`src/sv/tcw_pkg.sv`:
```
// ----------------------------------------------------------------------------
// tcw_pkg
// Shared types and constants of the text console cell writer.
// ----------------------------------------------------------------------------
package tcw_pkg;

  // character codes with a meaning of their own
  localparam logic [7:0] CH_NEWLINE   = 8'd10;
  localparam logic [7:0] CH_TAB       = 8'd9;
  localparam logic [7:0] CH_BACKSPACE = 8'd8;
  localparam logic [7:0] CH_SPACE     = 8'd32;

  // most results one character can cause
  localparam int unsigned MAX_RESULTS = 4;
  // width of the remaining-space counter of a tab
  localparam int unsigned TCNT_W      = $clog2(MAX_RESULTS + 1);

  // cell index and cursor offset width
  localparam int unsigned IDX_W       = 11;
  localparam int unsigned ATTR_W      = 8;
  localparam int unsigned CHAR_W      = 8;

  // configuration register indexes
  localparam int unsigned CFG_IDX_W   = 1;
  localparam logic [CFG_IDX_W-1:0] REG_TEXT_ATTR = 1'd0;
  localparam logic [CFG_IDX_W-1:0] REG_TAB_ATTR  = 1'd1;

  localparam logic [ATTR_W-1:0] TEXT_ATTR_RST = 8'h0F;
  localparam logic [ATTR_W-1:0] TAB_ATTR_RST  = 8'h0A;

  // packed output payload width, padded to whole bytes
  localparam int unsigned OUT_DATA_W  = 40;

  typedef struct packed {
    logic              write_valid;
    logic [IDX_W-1:0]  cell_index;
    logic [CHAR_W-1:0] cell_char;
    logic [ATTR_W-1:0] cell_attribute;
    logic [IDX_W-1:0]  cursor_offset;
    logic              last;
  } tcw_result_t;

endpackage

```
`src/sv/tcw_step.sv`:
```
// ----------------------------------------------------------------------------
// tcw_step
// One result of a character: cell write and cursor move, combinational.
// ----------------------------------------------------------------------------
module tcw_step #(
  parameter int unsigned COLUMNS = 80,
  parameter int unsigned ROWS    = 25
) (
  input  logic [tcw_pkg::CHAR_W-1:0] char_i,
  input  logic [$clog2(COLUMNS)-1:0] col_i,
  input  logic [$clog2(ROWS)-1:0]    row_i,
  input  logic [tcw_pkg::TCNT_W-1:0] tab_left_i,
  input  logic [tcw_pkg::ATTR_W-1:0] text_attr_i,
  input  logic [tcw_pkg::ATTR_W-1:0] tab_attr_i,
  output tcw_pkg::tcw_result_t       result_o,
  output logic [$clog2(COLUMNS)-1:0] col_o,
  output logic [$clog2(ROWS)-1:0]    row_o
);

  localparam int unsigned COL_W = $clog2(COLUMNS);
  localparam int unsigned ROW_W = $clog2(ROWS);
  localparam int unsigned OFS_W = COL_W + ROW_W;

  localparam logic [COL_W-1:0] COL_LAST = COL_W'(COLUMNS - 1);
  localparam logic [ROW_W-1:0] ROW_LAST = ROW_W'(ROWS - 1);

  function automatic logic [tcw_pkg::IDX_W-1:0] cell_of(
    input logic [ROW_W-1:0] row,
    input logic [COL_W-1:0] col
  );
    logic [OFS_W-1:0]                full;
    logic [OFS_W+tcw_pkg::IDX_W-1:0] ext;
    full = OFS_W'(row) * OFS_W'(COLUMNS) + OFS_W'(col);
    ext  = {{tcw_pkg::IDX_W{1'b0}}, full};
    return ext[tcw_pkg::IDX_W-1:0];
  endfunction

  function automatic logic [ROW_W-1:0] row_next(input logic [ROW_W-1:0] row);
    return (row == ROW_LAST) ? '0 : row + ROW_W'(1);
  endfunction

  logic [COL_W-1:0] adv_col;
  logic [ROW_W-1:0] adv_row;
  logic             at_home;

  // one cell on, wrapping at the row end and at the screen end
  always_comb begin
    if (col_i == COL_LAST) begin
      adv_col = '0;
      adv_row = row_next(row_i);
    end else begin
      adv_col = col_i + COL_W'(1);
      adv_row = row_i;
    end
  end

  assign at_home = (col_i == '0) && (row_i == '0);

  always_comb begin
    col_o                   = adv_col;
    row_o                   = adv_row;
    result_o.write_valid    = 1'b1;
    result_o.cell_index     = cell_of(row_i, col_i);
    result_o.cell_char      = char_i;
    result_o.cell_attribute = text_attr_i;
    result_o.last           = 1'b1;
    unique case (char_i)
      tcw_pkg::CH_NEWLINE: begin
        col_o                   = '0;
        row_o                   = row_next(row_i);
        result_o.write_valid    = 1'b0;
        result_o.cell_index     = '0;
        result_o.cell_char      = '0;
        result_o.cell_attribute = '0;
      end
      tcw_pkg::CH_TAB: begin
        result_o.cell_char      = tcw_pkg::CH_SPACE;
        result_o.cell_attribute = tab_attr_i;
        result_o.last           = (tab_left_i == tcw_pkg::TCNT_W'(1));
      end
      tcw_pkg::CH_BACKSPACE: begin
        if (at_home) begin
          col_o                   = col_i;
          row_o                   = row_i;
          result_o.write_valid    = 1'b0;
          result_o.cell_index     = '0;
          result_o.cell_char      = '0;
          result_o.cell_attribute = '0;
        end else begin
          if (col_i == '0) begin
            col_o = COL_LAST;
            row_o = row_i - ROW_W'(1);
          end else begin
            col_o = col_i - COL_W'(1);
            row_o = row_i;
          end
          result_o.cell_index = cell_of(row_o, col_o);
          result_o.cell_char  = tcw_pkg::CH_SPACE;
        end
      end
      default: begin
        // printed character, defaults above hold
      end
    endcase
    result_o.cursor_offset = cell_of(row_o, col_o);
  end

endmodule

```
`src/sv/tcw_out_reg.sv`:
```
// ----------------------------------------------------------------------------
// tcw_out_reg
// Result register between the step logic and the output stream.
// ----------------------------------------------------------------------------
module tcw_out_reg (
  input  logic                 clk_i,
  input  logic                 rst_ni,
  input  logic                 in_valid_i,
  output logic                 in_ready_o,
  input  tcw_pkg::tcw_result_t in_data_i,
  output logic                 out_valid_o,
  input  logic                 out_ready_i,
  output tcw_pkg::tcw_result_t out_data_o
);

  logic                 valid_q, valid_d;
  tcw_pkg::tcw_result_t data_q;

  assign in_ready_o = !valid_q || out_ready_i;

  always_comb begin
    valid_d = valid_q;
    if (in_ready_o) begin
      valid_d = in_valid_i;
    end
  end

  always_ff @(posedge clk_i or negedge rst_ni) begin
    if (!rst_ni) begin
      valid_q <= 1'b0;
    end else begin
      valid_q <= valid_d;
    end
  end

  always_ff @(posedge clk_i) begin
    if (in_ready_o && in_valid_i) begin
      data_q <= in_data_i;
    end
  end

  assign out_valid_o = valid_q;
  assign out_data_o  = data_q;

endmodule

```
`src/sv/text_console_cell_writer.sv`:
```
// ----------------------------------------------------------------------------
// text_console_cell_writer
// Keeps the cursor of a text screen and turns character bytes into cell
// writes with index, character, attribute and the new cursor offset.
// ----------------------------------------------------------------------------
//
//  channel   direction  contents
//  s_axis    in         tdata[7:0] char_code
//  m_axis    out        tdata: write_valid, cell_index, cell_char,
//                       cell_attribute, cursor_offset; tlast = last
//  cfg       in         register writes: 0 text_attribute, 1 tab_attribute
//
//  - a printed character, newline or backspace gives one result, a tab gives
//    min(TAB_WIDTH, 4) results, one at a time, from the step stage
//  - the step stage holds one character; the cursor registers close the
//    loop from one result to the next
//  - a new character is taken while the output register still waits
//  - reset puts the cursor at home and the attributes at 0x0F and 0x0A
//  - a stalled output stream holds the step stage and then the input
//
module text_console_cell_writer #(
  parameter int unsigned COLUMNS   = 80,
  parameter int unsigned ROWS      = 25,
  parameter int unsigned TAB_WIDTH = 4
) (
  input  logic                              clk_i,
  input  logic                              rst_ni,
  // input transaction: [7:0] char_code
  input  logic                              s_axis_tvalid,
  output logic                              s_axis_tready,
  input  logic [7:0]                        s_axis_tdata,
  // output transaction: [0] write_valid, [11:1] cell_index,
  // [19:12] cell_char, [27:20] cell_attribute, [38:28] cursor_offset,
  // [39] zero
  output logic                              m_axis_tvalid,
  input  logic                              m_axis_tready,
  output logic [tcw_pkg::OUT_DATA_W-1:0]    m_axis_tdata,
  output logic                              m_axis_tlast,
  // configuration writes
  input  logic                              cfg_we_i,
  input  logic [tcw_pkg::CFG_IDX_W-1:0]     cfg_index_i,
  input  logic [tcw_pkg::ATTR_W-1:0]        cfg_data_i
);

  localparam int unsigned COL_W = $clog2(COLUMNS);
  localparam int unsigned ROW_W = $clog2(ROWS);
  // spaces per tab, capped at the result limit of one character
  localparam int unsigned N_TAB = (TAB_WIDTH > tcw_pkg::MAX_RESULTS) ?
                                  tcw_pkg::MAX_RESULTS : TAB_WIDTH;

  // configuration registers
  logic [tcw_pkg::ATTR_W-1:0] text_attr_q, tab_attr_q;

  always_ff @(posedge clk_i or negedge rst_ni) begin
    if (!rst_ni) begin
      text_attr_q <= tcw_pkg::TEXT_ATTR_RST;
      tab_attr_q  <= tcw_pkg::TAB_ATTR_RST;
    end else if (cfg_we_i) begin
      unique case (cfg_index_i)
        tcw_pkg::REG_TEXT_ATTR: text_attr_q <= cfg_data_i;
        tcw_pkg::REG_TAB_ATTR:  tab_attr_q  <= cfg_data_i;
        default: ;
      endcase
    end
  end

  // step stage: the character in work and the spaces of a tab still due
  logic                       stage_valid_q, stage_valid_d;
  logic [tcw_pkg::CHAR_W-1:0] stage_char_q;
  logic [tcw_pkg::TCNT_W-1:0] tab_left_q, tab_left_d;
  logic [COL_W-1:0]           col_q, col_d;
  logic [ROW_W-1:0]           row_q, row_d;

  tcw_pkg::tcw_result_t step_res, out_res;
  logic                 out_in_ready;
  logic                 step_fire;
  logic                 in_fire;

  tcw_step #(
    .COLUMNS (COLUMNS),
    .ROWS    (ROWS)
  ) u_step (
    .char_i      (stage_char_q),
    .col_i       (col_q),
    .row_i       (row_q),
    .tab_left_i  (tab_left_q),
    .text_attr_i (text_attr_q),
    .tab_attr_i  (tab_attr_q),
    .result_o    (step_res),
    .col_o       (col_d),
    .row_o       (row_d)
  );

  // a result leaves the stage whenever the output register can take it
  assign step_fire     = stage_valid_q && out_in_ready;
  // the stage frees up in the same cycle its last result moves on
  assign s_axis_tready = !stage_valid_q || (step_fire && step_res.last);
  assign in_fire       = s_axis_tvalid && s_axis_tready;

  always_comb begin
    stage_valid_d = stage_valid_q;
    tab_left_d    = tab_left_q;
    if (in_fire) begin
      stage_valid_d = 1'b1;
      tab_left_d    = tcw_pkg::TCNT_W'(N_TAB);
    end else if (step_fire && step_res.last) begin
      stage_valid_d = 1'b0;
    end else if (step_fire) begin
      tab_left_d    = tab_left_q - tcw_pkg::TCNT_W'(1);
    end
  end

  always_ff @(posedge clk_i or negedge rst_ni) begin
    if (!rst_ni) begin
      stage_valid_q <= 1'b0;
      tab_left_q    <= '0;
      col_q         <= '0;
      row_q         <= '0;
    end else begin
      stage_valid_q <= stage_valid_d;
      tab_left_q    <= tab_left_d;
      if (step_fire) begin
        col_q <= col_d;
        row_q <= row_d;
      end
    end
  end

  always_ff @(posedge clk_i) begin
    if (in_fire) begin
      stage_char_q <= s_axis_tdata;
    end
  end

  tcw_out_reg u_out_reg (
    .clk_i       (clk_i),
    .rst_ni      (rst_ni),
    .in_valid_i  (stage_valid_q),
    .in_ready_o  (out_in_ready),
    .in_data_i   (step_res),
    .out_valid_o (m_axis_tvalid),
    .out_ready_i (m_axis_tready),
    .out_data_o  (out_res)
  );

  // pack the result fields, first field in the lowest bit
  assign m_axis_tdata = {1'b0,
                         out_res.cursor_offset,
                         out_res.cell_attribute,
                         out_res.cell_char,
                         out_res.cell_index,
                         out_res.write_valid};
  assign m_axis_tlast = out_res.last;

`ifndef SYNTH
  a_col_range: assert property (@(posedge clk_i) disable iff (!rst_ni)
    32'(col_q) < COLUMNS)
    else $error("cursor column out of range");

  a_row_range: assert property (@(posedge clk_i) disable iff (!rst_ni)
    32'(row_q) < ROWS)
    else $error("cursor row out of range");

  a_stage_hold: assert property (@(posedge clk_i) disable iff (!rst_ni)
    stage_valid_q && !step_fire |=> stage_valid_q && $stable(stage_char_q)
      && $stable(col_q) && $stable(row_q))
    else $error("step stage changed while stalled");

  a_tab_count: assert property (@(posedge clk_i) disable iff (!rst_ni)
    stage_valid_q |-> tab_left_q != '0)
    else $error("tab space counter ran out");
`endif

endmodule

```
`config.mk`:
```
export PLATFORM = sky130hd
export DESIGN_NAME = text_console_cell_writer
export DESIGN_NICKNAME = d
export VERILOG_FILES = /design/src/sv/tcw_pkg.sv /design/src/sv/tcw_step.sv /design/src/sv/tcw_out_reg.sv /design/src/sv/text_console_cell_writer.sv
export SDC_FILE = /design/constraint.sdc
export NUM_CORES = 1
export LEC_CHECK = 0
export BUFFER_PORTS_ARGS = -buffer_cell sky130_fd_sc_hd__clkbuf_2
export CAP_MARGIN = 10
export CELL_PAD_IN_SITES_DETAIL_PLACEMENT = 0
export CELL_PAD_IN_SITES_GLOBAL_PLACEMENT = 1
export CORE_MARGIN = 1
export CORE_UTILIZATION = 40
export DETAILED_ROUTE_END_ITERATION = 8
export PLACE_DENSITY_LB_ADDON = 0.1
export SYNTH_ARGS = -nofsm -noshare
export SYNTH_HDL_FRONTEND = slang
export SYNTH_HIERARCHICAL = 1
export SYNTH_SLANG_ARGS = --single-unit
```
`constraint.sdc`:
```
create_clock -name clk_i -period 7.1 [get_ports clk_i]
set_clock_uncertainty 0.2 [all_clocks]
set_input_delay 1.065 -clock clk_i [delete_from_list [all_inputs] [get_ports clk_i]]
set_output_delay 1.065 -clock clk_i [all_outputs]
set_load 0.005 [all_outputs]
```
==> impl_metrics.env, run 1 <==
export IMPL_status="finished, violations left"
export IMPL_violations="DRC"
export IMPL_cts_resized=0
export IMPL_grt_max_degree=41
export IMPL_dp_cells=604
export IMPL_min_from="stage_char_q[4]$_DFFE_PP_"
export IMPL_grt_pass1_wl_mm=17.32
export IMPL_synth_fp_nets=480
export IMPL_rr_worst_depth=12
export IMPL_worstPathArrival_ps=4960
export IMPL_cpMaxStageDelayCell="or3_1"
export IMPL_synth_edf_count=48
export IMPL_numPortBuffers=63
export IMPL_netlist_cell_type_count=66
export IMPL_r2r_end="u_out_reg/out_data_o[11]$_DFFE_PP_"
export IMPL_drive_above_1_share_pct=26.62
export IMPL_post_place_ws_ps=1998
export IMPL_period_needed_ps=5085
export IMPL_area_growth_synth_to_final_pct=13.21
export IMPL_ys_seq_area_share_pct=46.71
export IMPL_cp_start_kind="flip-flop"
export IMPL_ant_nets=0
export IMPL_synth_cells=419
export IMPL_r2r_setup_slack_ps=2010
export IMPL_synth_simple_gate_area_share_pct=11.97
export IMPL_slew_headroom_pct=41.95
export IMPL_netlist_area_leader_share_pct=29.60
export IMPL_yosys_top_cells_count="edfxtp_1 (48), ha_1 (33), dfrtp_1 (27)"
export IMPL_tns_ps=0
export IMPL_max_freq_mhz=196.7
export IMPL_critPathRequiredTime_ps=6980
export IMPL_total_power_mw=1.720
export IMPL_powerDensity_mw_per_mm2=312.0
export IMPL_hold_path_depth=0
export IMPL_netlist_area_mm2=0.004870
export IMPL_drt_first_pass_iters=6
export IMPL_grt_usage_pct=17.72
export IMPL_clk_pin_slew_ps=60
export IMPL_netlist_top_cell_by_area="edfxtp_1"
export IMPL_numCtsBuffers=9
export IMPL_critical_path_cell_chain="nor4b_4 > nand3b_1 > or3_1 > o311ai_0 > ha_1 > ha_1 > fa_1 > nand2_1 > o21bai_1 > o21bai_1 > a222oi_1 > xnor2_1"
export IMPL_nets=533
export IMPL_whs_endpoint="u_out_reg/out_data_o[24]$_DFFE_PP_"
export IMPL_drt_total_wl_mm=10.39
export IMPL_htree_num_levels=3
export IMPL_critPathMaxFanout=15
export IMPL_drv_cap=0
export IMPL_dr_total_vias=3351
export IMPL_start_util_pct=41.76
export IMPL_fin_ws_ps=2015
export IMPL_final_cells=620
export IMPL_tritoncts="yes"
export IMPL_vias_per_cell=5.405
export IMPL_ys_warn_count=6
export IMPL_final_max_slew_violation_count=0
export IMPL_hold_viol=0
export IMPL_clkLatencyLatePin_ps=340
export IMPL_row_count=39
export IMPL_setup_viol=0
export IMPL_die_y_um=112.3
export IMPL_worst_pin_slew_ps=870.8
export IMPL_synth_xor_area_share_pct=4.419
export IMPL_die_x_um=112.3
export IMPL_vdd_ir_drop_max_mv=0.1284
export IMPL_yosys_area_share_adder_pct=10.95
export IMPL_synth_ff_type="edfxtp_1"
export IMPL_postSynth_asyncResetShare_pct=40.74
export IMPL_post_cts_buffers=0
export IMPL_grt_overflow_total=0
export IMPL_io_pins=65
export IMPL_place_hpwl_mm=7.312
export IMPL_hold_path_class="flip-flop to flip-flop"
export IMPL_antenna_found_initial=0
export IMPL_first_global_vias=3251
export IMPL_wl_per_cell_um=16.76
export IMPL_yosysMostFrequentCell="edfxtp_1"
export IMPL_gp_congestion=0.8099
export IMPL_drc=4
export IMPL_clockBufferDepth=2
export IMPL_coreArea_mm2=0.01166
export IMPL_synth_compound_area_share_pct=13.54
export IMPL_path_buf_inv=0
export IMPL_synth_top_family_by_area="compound AO/OA/AOI/OAI gates"
export IMPL_cp_top_family="simple AND/OR/NAND/NOR gates"
export IMPL_crit_type="flip-flop to flip-flop"
export IMPL_synth_area_leaders="edfxtp_1 (30%), dfrtp_1 (14%), ha_1 (8.5%), mux2_2 (5.1%), xnor2_1 (3.6%)"
export IMPL_worstReg2RegStart="stage_char_q[7]$_DFFE_PP_"
export IMPL_grt_setup_unrepaired="false"
export IMPL_cts_hold_buf=0
export IMPL_synthMuxAreaShare_pct=7.554
export IMPL_end_kind="flip-flop"
export IMPL_syn_avg_cell_area_um2=11.62
export IMPL_cts_sinks=81
export IMPL_synth_seq_cells=81
export IMPL_cts_root_buffer="clkbuf_16"
export IMPL_n_antenna_cell=0
export IMPL_worst_path_largest_cell_delay_ps=760
export IMPL_power_leakage_nw=2.459
export IMPL_period_share_pct=71.62
export IMPL_drtIter0Drc=232
export IMPL_final_core_util_pct=47.27
export IMPL_die_area_mm2=0.01262
[layout make-up]
type / instances / area (um2)
Sequential cell: 81 / 2275
Clock inverter: 5 / 32.53
Inverter: 25 / 93.84
Multi-Input combinational cell: 289 / 2362
Tap cell: 143 / 178.9
Timing Repair Buffer: 66 / 337.8
Clock buffer: 11 / 232.7
Fill cell: 1068 / 6150
[worst max path at each step]
stage,from,endpoint,depth (start not counted)
after floorplan,col_q[0]$_DFFE_PN0N_,u_out_reg/out_data_o[11]$_DFFE_PP_,16
after global placement,stage_char_q[7]$_DFFE_PP_,u_out_reg/out_data_o[11]$_DFFE_PP_,12
after detailed placement,stage_char_q[7]$_DFFE_PP_,u_out_reg/out_data_o[11]$_DFFE_PP_,12
after CTS,stage_char_q[7]$_DFFE_PP_,u_out_reg/out_data_o[11]$_DFFE_PP_,12
after global routing,col_q[0]$_DFFE_PN0N_,u_out_reg/out_data_o[11]$_DFFE_PP_,14
final,stage_char_q[7]$_DFFE_PP_,u_out_reg/out_data_o[11]$_DFFE_PP_,12
[registers in the layout, summed over array words and instances, names as in the netlist]
name	flops
tab_attr_q	8
stage_char_q	8
u_out_reg/out_data_o	40
col_q	7
u_out_reg/out_valid_o	1
stage_valid_q	1
tab_left_q	3
text_attr_q	8
row_q	5
[logic make-up (layout without fill, tap and decap cells)]
kind of cell	Yosys count	in the layout
AND/OR/NAND/NOR	101	101
other	1	1
multiplexers	30	30
XOR/XNOR	23	23
buffers and inverters	49	107
AO/OA/AOI/OAI	95	95
flip-flops	81	81
adder cells (fa/ha/maj)	39	39
[per-layer routing]
layer / part of all wire, % / routed length (um) / up-vias / global-route usage, %
met3: 4.4 / 452 / 9 / 3.402
li1: - / - / 1641 / -
met4: 0.84 / 87 / 0 / 4.533
met5: 0 / 0 / - / 0
met2: 43 / 4496 / 80 / 26.00
met1: 52 / 5354 / 1621 / 26.73
[cells in the final DEF, fill, tap and decap left out, drive strengths merged, types with 3 or more instances in the layout]
cell,Yosys,final
a211oi,4,4
buf,12,3
nor2,15,15
nand3b,3,3
a21oi,16,16
a21o,12,12
nand2,26,26
dfrtp,27,27
o22ai,9,9
inv,25,26
o21ai,19,19
nor2b,6,6
dfstp,6,6
clkbuf,12,74
xnor2,20,20
or3,5,5
clkinv,0,4
nand2b,6,6
and3,3,3
nand3,8,8
nor3,10,10
a22o,12,12
ha,33,33
mux2,30,30
edfxtp,48,48
and2,5,5
nor3b,3,3
fa,6,6
[report_power, final]
part,internal [mW],switching [mW]
sequential,0.615,0.0803
clock,0.237,0.189
combinational,0.280,0.319
total,1.13,0.588
[through the flow]
step | hold slack (ps) | area, um2
6_report | 271.6 | 5513
5_1_grt | 293.9 | 5513
4_1_cts | 282.2 | 5513
3_5_place_dp | 266.7 | 5248
3_3_place_gp | 266.3 | 5248
2_1_floorplan | 263.1 | 4870
No activity file was read; power rests on OpenSTA's default activity.
==> run 2, diff against run 1 <==
Clock period 7.1 ns to 4.6 ns, I/O delays scaled along.
==> impl_metrics.env, run 2 (same netlist as run 1, synthesis figures left out) <==
export IMPL_status="finished, violations left"
export IMPL_violations="DRC"
export IMPL_tritoncts="yes"
export IMPL_hold_path_class="input port to async pin"
export IMPL_clkLatencyLatePin_ps=340
export IMPL_power_leakage_nw=2.612
export IMPL_antenna_found_initial=0
export IMPL_cpMostUsedCell="o21bai_1"
export IMPL_powerDensity_mw_per_mm2=499.2
export IMPL_cp_start_kind="flip-flop"
export IMPL_critPathMaxFanout=14
export IMPL_die_area_mm2=0.01262
export IMPL_io_pins=65
export IMPL_nets=556
export IMPL_coreArea_mm2=0.01166
export IMPL_drt_first_pass_iters=6
export IMPL_die_x_um=112.3
export IMPL_cts_hold_buf=0
export IMPL_critical_path_cell_chain="inv_1 > ha_2 > or4b_4 > nor3_4 > buf_4 > or3_1 > buf_6 > o221ai_2 > ha_1 > fa_1 > nand2_1 > o21bai_1 > o21bai_1 > a222oi_1 > xnor2_1"
export IMPL_path_buf_inv=3
export IMPL_drt_total_wl_mm=10.74
export IMPL_grt_max_degree=41
export IMPL_final_max_slew_violation_count=0
export IMPL_dp_cells=627
export IMPL_worstPathArrival_ps=4230
export IMPL_period_needed_ps=4351
export IMPL_drtIter0Drc=245
export IMPL_layout_commonest_cell="clkbuf_2"
export IMPL_setup_viol=0
export IMPL_vias_per_cell=5.347
export IMPL_end_kind="flip-flop"
export IMPL_layout_common_cells="clkbuf_2 (63), edfxtp_1 (48), ha_1 (32), dfrtp_1 (27)"
export IMPL_max_freq_mhz=229.8
export IMPL_cpMaxStageDelayCell="fa_1"
export IMPL_start_util_pct=41.76
export IMPL_grt_usage_pct=18.43
export IMPL_ant_nets=0
export IMPL_numCtsBuffers=9
export IMPL_largest_reg_flops=40
export IMPL_vdd_ir_drop_max_mv=0.2204
export IMPL_cp_top_family="adder cells"
export IMPL_hold_viol=0
export IMPL_first_global_vias=3347
export IMPL_clockBufferDepth=2
export IMPL_period_share_pct=94.60
export IMPL_final_cells=643
export IMPL_place_hpwl_mm=7.636
export IMPL_die_y_um=112.3
export IMPL_drive_above_1_share_pct=31.00
export IMPL_worst_pin_slew_ps=927.6
export IMPL_numPortBuffers=63
export IMPL_grt_pass1_wl_mm=17.73
export IMPL_grt_overflow_total=0
export IMPL_dr_total_vias=3438
export IMPL_n_antenna_cell=0
export IMPL_r2r_setup_slack_ps=250
export IMPL_htree_num_levels=3
export IMPL_crit_type="flip-flop to flip-flop"
export IMPL_critPathRequiredTime_ps=4480
export IMPL_area_growth_synth_to_final_pct=18.42
export IMPL_clk_pin_slew_ps=60
export IMPL_slew_headroom_pct=38.16
export IMPL_cts_sinks=81
export IMPL_cts_root_buffer="clkbuf_16"
export IMPL_wl_per_cell_um=16.70
export IMPL_worst_path_largest_cell_delay_ps=590
export IMPL_row_count=39
export IMPL_gp_congestion=0.8298
export IMPL_drc=4
export IMPL_drv_cap=0
export IMPL_total_power_mw=2.879
export IMPL_post_cts_buffers=0
[run 2: worst register-to-register path, delay by kind of cell (launching register included)]
| kind | cells | cell delay (ps) |
|---|---|---|
| xor gates and xnor gates | 1 | 120 |
| and+or+nand+nor | 4 | 870 |
| DFF | 1 | 370 |
| AOI/OAI and AO/OA | 4 | 870 |
| adders and majority gates | 3 | 1160 |
| buffers and inverters | 3 | 490 |
[run 2: report_power, final]
| group | switching (mW) | internal (mW) | total, mW | leakage [nW] |
|---|---|---|---|---|
| Combinational | 0.576 | 0.503 | 1.08 | 1.60 |
| Clock | 0.303 | 0.481 | 0.784 | 0.160 |
| Sequential | 0.0665 | 0.949 | 1.02 | 0.855 |
[run 2: timing repair]
action | in CTS | in global routing
endpoints found under the setup margin | 0 | 2
hold endpoints to repair | 0 | 0
gates resized for setup | 0 | 8
[run 2: final timing paths]
check	to	start	cells after the start
max	u_out_reg/out_data_o[11]$_DFFE_PP_	row_q[0]$_DFFE_PN0N_	15
min	row_q[4]$_DFFE_PN0N_	rst_ni	1
max reg2reg	u_out_reg/out_data_o[11]$_DFFE_PP_	row_q[0]$_DFFE_PN0N_	15
min reg2reg	u_out_reg/out_data_o[24]$_DFFE_PP_	stage_char_q[4]$_DFFE_PP_	0
max in group asynchronous	tab_attr_q[0]$_DFFE_PN0P_	rst_ni	1
min in group clk_i	u_out_reg/out_data_o[24]$_DFFE_PP_	stage_char_q[4]$_DFFE_PP_	0
[run 2: layout make-up]
| cell class | instances | area, um2 |
|---|---|---|
| sequential | 81 | 2275 |
| tap | 143 | 178.9 |
| clock inverter | 7 | 101.3 |
| timing repair buffer | 89 | 514.2 |
| clock buffer | 9 | 225.2 |
| inverter | 25 | 93.84 |
| multi-input combinational | 289 | 2379 |
| fill | 1049 | 5896 |
[run 2: per-layer routing]
| layer | global-route usage (%) | wire length [um] |
|---|---|---|
| met1 | 25.61 | 5105 |
| met2 | 28.70 | 5003 |
| met3 | 3.942 | 516 |
| met4 | 6.133 | 114 |
| met5 | 0 | 0 |
[run 2: per-stage QoR]
| stage | setup slack, ps | TNS, ps | instance area [um2] | hold WS, ps | util, % |
|---|---|---|---|---|---|
| 2_1_floorplan | 108.6 | 0 | 4870 | 194.4 | - |
| 3_3_place_gp | 158.7 | 0 | 5420 | 248.3 | 46.48 |
| 3_5_place_dp | 92.17 | 0 | 5420 | 265.4 | 46.48 |
| 4_1_cts | 60.72 | 0 | 5747 | 282.8 | 49.28 |
| 5_1_grt | -6.274 | -6.274 | 5767 | 297.2 | 49.45 |
| 6_report | 248.6 | 0 | 5767 | 281.3 | 49.45 |
==> run 3, diff against run 2 <==
Settings changed: CORE_UTILIZATION 40 to 42.
==> impl_metrics.env, run 3 (same netlist as run 1, synthesis figures left out) <==
export IMPL_status="finished, final reports clean"
export IMPL_register_area_mm2=0.002275
export IMPL_layout_commonest_cell="clkbuf_2"
export IMPL_area_growth_synth_to_final_pct=18.99
export IMPL_layout_common_cells="clkbuf_2 (63), edfxtp_1 (48), ha_1 (33), dfrtp_1 (27), buf_4 (26)"
export IMPL_drc=0
export IMPL_worstPathArrival_ps=4240
export IMPL_post_place_ws_ps=188.0
export IMPL_critPathRequiredTime_ps=4480
export IMPL_multi_input_comb_area_mm2=0.002395
export IMPL_drt_total_wl_mm=10.96
export IMPL_clk_pin_slew_ps=70
export IMPL_internal_power_mw=1.937
export IMPL_clockBufferDepth=2
export IMPL_end_kind="flip-flop"
export IMPL_first_global_vias=3353
export IMPL_gp_congestion=0.9045
export IMPL_setup_viol=0
export IMPL_cts_hold_buf=0
export IMPL_use_met3_pct=4.090
export IMPL_worstReg2RegStart="row_q[0]$_DFFE_PN0N_"
export IMPL_io_pins=65
export IMPL_fin_area_mm2=0.005794
export IMPL_clkLatencyLatePin_ps=340
export IMPL_die_x_um=109.7
export IMPL_die_area_mm2=0.01203
export IMPL_switchingPower_uw=974.6
export IMPL_power_leakage_nw=2.638
export IMPL_combPwrFrac_pct=37.2
export IMPL_rr_worst_depth=14
export IMPL_use_met1_pct=27.75
export IMPL_nets=557
export IMPL_ant_nets=0
export IMPL_htree_num_levels=3
export IMPL_fin_ws_ps=244.3
export IMPL_crit_start="row_q[0]$_DFFE_PN0N_"
export IMPL_place_hpwl_mm=8.042
export IMPL_cts_sinks=81
export IMPL_grt_usage_pct=19.91
export IMPL_row_count=38
export IMPL_grt_overflow_total=0
export IMPL_top_usage_layer="met2"
export IMPL_crit_type="flip-flop to flip-flop"
export IMPL_swShare_pct=33.47
export IMPL_n_antenna_cell=0
export IMPL_die_y_um=109.7
export IMPL_pwr_share_seq_pct=35.0
export IMPL_holdWs_ps=244.2
export IMPL_max_freq_mhz=229.6
export IMPL_grt_max_degree=41
export IMPL_hold_path_class="input port to async pin"
export IMPL_critPathMaxFanout=14
export IMPL_powerDensity_mw_per_mm2=502.5
export IMPL_drive_above_1_share_pct=31.34
export IMPL_numPortBuffers=63
export IMPL_final_max_slew_violation_count=0
export IMPL_cp_start_kind="flip-flop"
export IMPL_r2r_setup_slack_ps=240
export IMPL_total_power_mw=2.912
export IMPL_start_util_pct=43.96
export IMPL_tritoncts="yes"
export IMPL_period_needed_ps=4356
export IMPL_tns_ps=0
export IMPL_vdd_ir_drop_max_mv=0.2415
export IMPL_grt_util_met2_pct=30.95
export IMPL_vias_per_cell=5.363
export IMPL_slew_headroom_pct=41.50
export IMPL_nFillCells=995
export IMPL_dr_total_vias=3438
export IMPL_coreArea_mm2=0.01108
export IMPL_largest_reg_flops=40
export IMPL_clock_power_share_pct=27.8
export IMPL_worst_pin_slew_ps=877.5
export IMPL_r2r_end="u_out_reg/out_data_o[11]$_DFFE_PP_"
export IMPL_wl_per_cell_um=17.10
export IMPL_cts_root_buffer="clkbuf_16"
export IMPL_hold_viol=0
export IMPL_drt_first_pass_iters=6
export IMPL_grt_pass1_wl_mm=17.67
export IMPL_antenna_found_initial=0
export IMPL_dpl_instance_area_mm2=0.005416
export IMPL_drv_cap=0
export IMPL_period_share_pct=94.69
export IMPL_grt_setup_unrepaired="false"
export IMPL_numCtsBuffers=9
export IMPL_drtIter0Drc=240
## run 3: cell count changes in the layout (fill, tap and decap cells not counted), sizes merged
| cell | delta |
|---|---|
| buf | +1 |
| clkinv | -2 |
| inv | +2 |
## run 3: worst max path at each step
| stage | to | slack, ps |
|---|---|---|
| after CTS | u_out_reg/out_data_o[11]$_DFFE_PP_ | 150 |
| after floorplan | u_out_reg/out_data_o[11]$_DFFE_PP_ | 110 |
| after detailed placement | u_out_reg/out_data_o[11]$_DFFE_PP_ | 190 |
| after global routing | u_out_reg/out_data_o[11]$_DFFE_PP_ | 20 |
| final | u_out_reg/out_data_o[11]$_DFFE_PP_ | 240 |
| after global placement | u_out_reg/out_data_o[38]$_DFFE_PP_ | 260 |
## run 3: worst max-delay path, stage by stage, from the launching register on
cell,delay [ps]
dfrtp_1,380
inv_1,150
ha_1,220
or4b_4,500
nor3_4,240
or3_1,190
buf_6,200
o221ai_2,160
ha_1,340
fa_1,590
nand2_1,80
o21bai_1,190
o21bai_1,170
a222oi_1,380
xnor2_1,100
## run 3: power groups by stage
stage / sequential (mW) / combinational [mW] / clock (mW)
after floorplan: 1.04 / 0.735 / 0
after global placement: 1.03 / 1.06 / 0
after detailed placement: 1.03 / 1.06 / 0
after CTS: 1.02 / 1.07 / 0.826
after global routing: 1.04 / 1.21 / 0.852
final: 1.02 / 1.08 / 0.808
## run 3: stage by stage
step / utilization [%] / cells
2_1_floorplan: - / 419
3_3_place_gp: 48.89 / 624
3_5_place_dp: 48.89 / 624
4_1_cts: 51.91 / 640
5_1_grt: 52.30 / 641
6_report: 52.30 / 641
## run 3: area by class of cell
type	count	area share, %
clock buffers	9	3.887
multi-input cells	289	41.33
clock inverters	7	1.879
repair buffers	90	9.005
well taps	140	3.023
inverters	25	1.620
flip-flops and latches	81	39.26
## run 3: repair_timing
| item | CTS | global route |
|---|---|---|
| resized for setup | 0 | 8 |
| endpoints found under the hold margin | 0 | 0 |
| setup buffers | 0 | 1 |
| endpoints found under the setup margin | 0 | 2 |
## run 3: layer usage
layer  routed length (um)  share of wire (%)
met1                 5280                 48
met2                 5057                 46
met3                  461                4.2
met4                  159                1.5
met5                    0                  0
